===== config.mk =====
export PLATFORM = sky130hd
export DESIGN_NAME = patb_ctrl
export DESIGN_NICKNAME = d
export VERILOG_FILES = /design/src/rtl/patb_pkg.sv /design/src/rtl/patb_ctrl.sv
export SDC_FILE = /design/constraint.sdc
export NUM_CORES = 1
export LEC_CHECK = 0
export BUFFER_PORTS_ARGS = -buffer_cell sky130_fd_sc_hd__buf_2
export CORE_MARGIN = 10
export CORE_UTILIZATION = 37
export CTS_BUF_LIST = sky130_fd_sc_hd__clkbuf_8
export CTS_CLUSTER_DIAMETER = 30
export CTS_CLUSTER_SIZE = 16
export DETAILED_ROUTE_END_ITERATION = 16
export GPL_TIMING_DRIVEN = 0
export PLACE_DENSITY = 0.61
export SYNTH_ARGS = -nofsm -noshare
export SYNTH_HDL_FRONTEND = slang
export SYNTH_SLANG_ARGS = --single-unit
export TNS_END_PERCENT = 50

===== constraint.sdc =====
create_clock -name clock -period 3.53 [get_ports clock]
set_input_delay 0.353 -clock clock [delete_from_list [all_inputs] [get_ports clock]]
set_output_delay 0.353 -clock clock [all_outputs]
set_load 0.05 [all_outputs]

===== src/rtl/patb_pkg.sv =====
// Package: constants, types and command structs for the address rate limiter
`timescale 1ns / 1ps
package patb_pkg;
   localparam int TableEntries = 64;
   localparam int IdxW = $clog2(TableEntries);
   localparam int CntW = IdxW + 1;
   localparam int CfgW = 15;
   localparam int TimeW = 32;
   localparam int TokW = 16;
   localparam logic [1:0] REG_BUCKET = 2'd0;
   localparam logic [1:0] REG_REFILL = 2'd1;
   localparam logic [1:0] REG_BAN    = 2'd2;
   localparam logic ACT_REQUEST = 1'b0;
   localparam logic ACT_TICK    = 1'b1;
   // entry word: valid, banned, tokens, address, refill, ban_end
   typedef struct packed {
      logic                    valid;
      logic                    banned;
      logic signed [TokW-1:0]  tokens;
      logic [31:0]             address;
      logic [TimeW-1:0]        refill;
      logic [TimeW-1:0]        ban_end;
   } entry_type;
   localparam int EntryW = $bits(entry_type);

   typedef enum logic [2:0] {
      OP_NONE   = 3'b000,
      OP_READ   = 3'b001,   // issue read at index
      OP_SWEEP  = 3'b010,   // sweep step on read data
      OP_LOOK   = 3'b011,   // lookup step on read data
      OP_APPLY  = 3'b100    // finish request on held entry
   } op_type;

   typedef struct packed {
      op_type          op;
      logic [IdxW-1:0] idx;
      logic            tick_inc;
      logic            look_clr;
   } cmd_type;
endpackage


===== src/rtl/patb_ctrl.sv =====
// Controller: sequences clearing, lookup, sweep and response handshake
`timescale 1ns / 1ps
module patb_ctrl (
   input  logic                       clock,
   input  logic                       reset,
   input  logic                       req_valid,
   output logic                       req_ready,
   input  logic                       req_action,
   output logic                       rsp_valid,
   input  logic                       rsp_ready,
   output patb_pkg::cmd_type          cmd,
   output logic                       clr_active,
   output logic [patb_pkg::IdxW-1:0]  clr_idx
);
   localparam int IdxW = patb_pkg::IdxW;
   localparam int CntW = patb_pkg::CntW;
   localparam logic [CntW-1:0] Last = CntW'(patb_pkg::TableEntries);
   localparam logic [CntW-1:0] SweepLast = CntW'(2 * patb_pkg::TableEntries - 1);

   typedef enum logic [5:0] {
      S_CLEAR = 6'b000001,
      S_IDLE  = 6'b000010,
      S_LOOK  = 6'b000100,
      S_SWEEP = 6'b001000,
      S_APPLY = 6'b010000,
      S_RESP  = 6'b100000
   } state_type;

   state_type       state_ff, state_in;
   logic [CntW-1:0] cnt_ff, cnt_in;
   logic            rv_ff, rv_in;

   always_ff @(posedge clock) begin
      if (reset) begin
         state_ff <= S_CLEAR; cnt_ff <= '0; rv_ff <= 1'b0;
      end else begin
         state_ff <= state_in; cnt_ff <= cnt_in; rv_ff <= rv_in;
      end
   end
   assign rsp_valid = rv_ff;
   assign clr_active = (state_ff == S_CLEAR);
   assign clr_idx = cnt_ff[IdxW-1:0];

   // lookup: one read per cycle, step on read data comes in the cycle after its issue
   // sweep: read cycle then update cycle per entry (single-port table)
   always_comb begin
      state_in = state_ff; cnt_in = cnt_ff;
      rv_in = rv_ff && !rsp_ready;
      req_ready = 1'b0;
      cmd = '0;
      cmd.idx = cnt_ff[IdxW-1:0];
      case (state_ff)
         S_CLEAR: begin
            cnt_in = cnt_ff + 1'b1;
            if (cnt_ff == Last - 1'b1) begin
               state_in = S_IDLE; cnt_in = '0;
            end
         end
         S_IDLE: begin
            req_ready = 1'b1;
            if (req_valid) begin
               cnt_in = '0;
               cmd.look_clr = 1'b1;
               if (req_action == patb_pkg::ACT_TICK) begin
                  cmd.tick_inc = 1'b1; state_in = S_SWEEP;
               end else begin
                  state_in = S_LOOK;
               end
            end
         end
         S_LOOK: begin
            cmd.op = (cnt_ff != '0) ? patb_pkg::OP_LOOK : patb_pkg::OP_READ;
            if (cnt_ff == Last) begin
               cnt_in = '0;
               state_in = S_APPLY;
            end else begin
               cnt_in = cnt_ff + 1'b1;
            end
         end
         S_SWEEP: begin
            cmd.idx = cnt_ff[IdxW:1];
            cmd.op = cnt_ff[0] ? patb_pkg::OP_SWEEP : patb_pkg::OP_READ;
            if (cnt_ff == SweepLast) begin
               cnt_in = '0;
               state_in = S_IDLE;
            end else begin
               cnt_in = cnt_ff + 1'b1;
            end
         end
         S_APPLY: begin
            // hold result registers until the previous result is taken
            if (!rv_ff || rsp_ready) begin
               cmd.op = patb_pkg::OP_APPLY;
               state_in = S_RESP;
            end
         end
         S_RESP: begin
            rv_in = 1'b1; state_in = S_IDLE;
         end
         default: state_in = S_IDLE;
      endcase
   end
endmodule


; Word-level counts from Yosys, hierarchy flattened
; Index checks and enable logic that the tools add are counted.
[classes]
addsub = 1
eq_ne = 14
n_mux = 22
reduce_logical = 8
[ops]
columns = op, n
row1 = 6-bit 2-to-1 mux, 6
row2 = 6-bit case mux with 5 select lines, 1
row3 = 7-bit 2-to-1 mux, 4
row4 = 7-bit case mux with 4 select lines, 1
row5 = "7-bit == test, second input constant", 2
row6 = 3-bit case mux with 3 select lines, 1
row7 = 2-bit 2-to-1 mux, 4
row8 = "2-bit != test, second input constant", 4
row9 = "7-bit by 1-bit adder with 7-bit output, second input constant", 1
row10 = "7-bit by 6-bit == test with 1-bit output, second input constant", 1
row11 = 7-bit nonzero test, 1
row12 = "6-bit by 1-bit == test with 1-bit output, second input constant", 1
row13 = "6-bit by 2-bit == test with 1-bit output, second input constant", 1
row14 = "6-bit by 3-bit == test with 1-bit output, second input constant", 1
row15 = "6-bit by 4-bit == test with 1-bit output, second input constant", 1
row16 = "6-bit by 5-bit == test with 1-bit output, second input constant", 1
row17 = "6-bit == test, second input constant", 1
row18 = 5-bit AND reduction, 1
row19 = 4-bit 2-to-1 mux, 1
row20 = 4-bit nonzero test, 1
row21 = 1-bit 2-to-1 mux, 3
row22 = 3-bit 2-to-1 mux, 1
row23 = 1-bit zero test, 2
row24 = "2-bit by 1-bit != test with 1-bit output, second input constant", 1
row25 = other kinds (3), 3
[word_totals]
regBits = 14
input_bits = 5
output_inout_bits = 20
word_cells = 48

; Longest topological paths before layout
[depth]
ltp_word = 4
depth_mapped = 7
depth_no_buf = 7

; Worst setup path before layout
; No wires, ideal clock.
[synth_timing]
kind = register to output
from = reg state_ff[3]
to = out cmd[1] (netlist bit)
t_arrival_ns = 2.114
required_ns = 3.177
setup_slack_ns = 1.063
path_stages_with_launch = 4
path_buffers = 0
path_cell_list = dfxtp_1 or4_4 nor3b_4 and3_1
[synth_rtl]
columns = element, line_no
row1 = "start, declared", patb_ctrl.sv:29  ; state_type state_ff, state_in;
row2 = "start signal, assigned", patb_ctrl.sv:37  ; state_ff <= state_in; cnt_ff <= cnt_in; rv_ff <= rv_in;
row3 = "end, declared", patb_ctrl.sv:11  ; output patb_pkg::cmd_type cmd,

==> impl_results.md <==
- Seq cells post-synth: 14
- GRT Util Overall: 0.1035
- Power, Total: 351.1 uW
- Setup Skew: 0.0005516 ns
- Slew @ Worst Pin: 0.4756 ns
- H-tree Lvls: 1
- Layout cell share with drive strength beyond 1: 0.2813
- Hold Crit Class: in2reg
- Post-synthesis net count: 141
- Worst skew pair latency: 0.24 ns
- Final WL: 2725 um
- Synth area leader: dfxtp_1
- # DRC: 0
- Fin nets: 169
- Fraction of the yosys area taken by sequential cells: 0.2759
- DR vias: 1,055
- Vias in the first global route: 999
- Wire per inst: 14.34 um
- Setup repair bufs after CTS: 0
- Ant. Diodes: 0
- Avg Vias per Cell: 5.553
- DRT Pass-1 Iters: 4
- Final hold vios: 0
- Core Rows: 18
- CP Launch Type: register
- Cell Area, Synth: 1016 um2
- Hold path start: req_valid
- Top cells by area, synth: dfxtp_1 (28%), nor2_1 (5.2%), buf_4 (4.4%)
- RSZ-0062 raised after global routing: false
- VDD IR-drop max: 146.6 uV
- Critical path arrival: 2.08 ns
- Syn Area/Cell: 7.582 um2
- DIE HEIGHT: 72.40 um
- Count of final max-slew check failures: 0
- Lkg Pwr: 0.0005108 uW
- ANT nets after route: 0
- CTS root buf: clkbuf_8
- CTS resizes: 0
- CTS tree: built
- CP Capture Type: output port
- Yosys cell types: 47
- DR iter-0 viols: 77
- Antenna violations before repair: 0
- Core ar.: 2545 um2
- Fin crit share: 0.6888
- Port buffer count: 23
- Fmax achieved: 411.3 MHz
- Max-Cap Viols: 0
- FILL cells: 286
- Die width: 72.40 um
- IO Pins: 25
- Worst slew margin: 0.6830
- GR Overflow Total: 0
- DP HPWL: 2086 um
- Post-synth top cells: dfxtp_1 (14), nor2_1 (14), nand2_1 (11)
- Pin count of the biggest net entering global routing: 11
- Yosys top cell area share: 0.2759
- Ys Warns: 0
- Asr flop ratio synth: 0
- Pwr/cell area: 290.2 nW/um2
- Initial Utilization: 0.3992
- Outcome: completed
- Fin util: 0.4754
- Predominant post-synthesis flop cell: dfxtp_1
- Post-synth EDFFs: 0
- Max Root-Sink Buffers: 2
- Die ar.: 5242 um2
- First-pass GRT wire length: 4471 um
- FF/Latch Area: 280.3 um2
- Fin crit period: 2.432 ns
- Area of the multi-input gates: 643.1 um2
- Worst Path Max Fanout: 10
- Clock transition at the registers of the reported paths: 0.06 ns
- Setup_tns: 0 ns
- Post-cts hold buffer count: 0
- Final setup viols: 0
- WP data required: 3.18 ns
- RR Startpoint: cnt_ff[0]
- Syn Inst Count: 134
- CTS buffer count: 3
- Type of the worst setup path: reg2out
- Final RePlAce weighted congestion: 0.9067
- Clock Sinks: 14
- CP Launch Point: state_ff[1]
- Area grow syn2layout: 19.09%
-- layout make-up --
| cell class | count | area share |
|---|---|---|
| Buffer | 10 | 0.05171 |
| Multi-Input combinational cell | 102 | 0.5315 |
| Timing Repair Buffer | 23 | 0.09514 |
| Tap cell | 30 | 0.03102 |
| Clock buffer | 3 | 0.03413 |
| Sequential cell | 14 | 0.2316 |
| Inverter | 8 | 0.02482 |
-- power breakdown --
part | internal [uW] | switching (uW) | total [uW]
combinational | 15.2 | 35.8 | 51.0
sequential | 161 | 4.90 | 166
clock | 75.6 | 58.8 | 134
-- per-stage QoR --
step	std cells	instance area (um2)	hold slack, ns	setup slack [ns]
after floorplan	134	1016	0.4837	1.063
after global placement	187	1169	0.5083	1.373
after detailed placement	187	1169	0.5234	1.359
after CTS	190	1210	0.4153	1.082
after global routing	190	1210	0.4326	0.9969
final	190	1210	0.4223	1.098
-- worst max-delay path, cell delays in order (launching register included) --
cell	delay [ns]
dfxtp_1	0.29
buf_2	0.16
or4_4	0.54
or3b_1	0.46
nor2_1	0.12
buf_2	0.26
-- sequential cells by signal (all words and copies together) (netlist names) --
name	count
state_ff	6
cnt_ff	7
rsp_valid	1
-- cells in the final DEF, fill, tap and decap left out, types with 2 or more instances in the layout --
cell type  count
or2_2          2
nor3_1         7
buf_4          6
nand2b_1       3
nand3_1        3
or3b_1         2
nor4_1         2
dfxtp_1       14
o21ai_1        6
a21oi_1        5
nand4_1        3
or4_4          3
buf_2         25
clkbuf_1       2
a41oi_1        2
inv_1          8
nor2b_1        3
o21ai_0        8
ha_1           2
clkbuf_8       3
nor2_1        14
nand2_1       11
-- worst paths after layout --
path	endpoint	slack, ns	depth (start not counted)
hold reg to reg	cnt_ff[1]	0.54	2
setup reg to reg	state_ff[1]	1.55	6
setup / recovery	cmd[10]	1.10	5
hold / removal	state_ff[1]	0.42	3
-- kinds of logic after synthesis --
group	after synthesis	synth area share
compound gates	32	0.2008
xor+xnor	1	0.008622
fa+ha+maj	2	0.02463
buf+inv	18	0.09113
flops	14	0.2759
mux	1	0.01108
simple gates	66	0.3880
-- per-layer routing --
layer  track usage  part of all wire  vias up
li1              -                 -      530
met5             0                 0        -
met2        0.1662              0.48       24
met4       0.04219             0.010        0
met1        0.1181              0.44      497
met3       0.04354             0.069        4
Note: power is estimated with default switching activity, not from simulation.
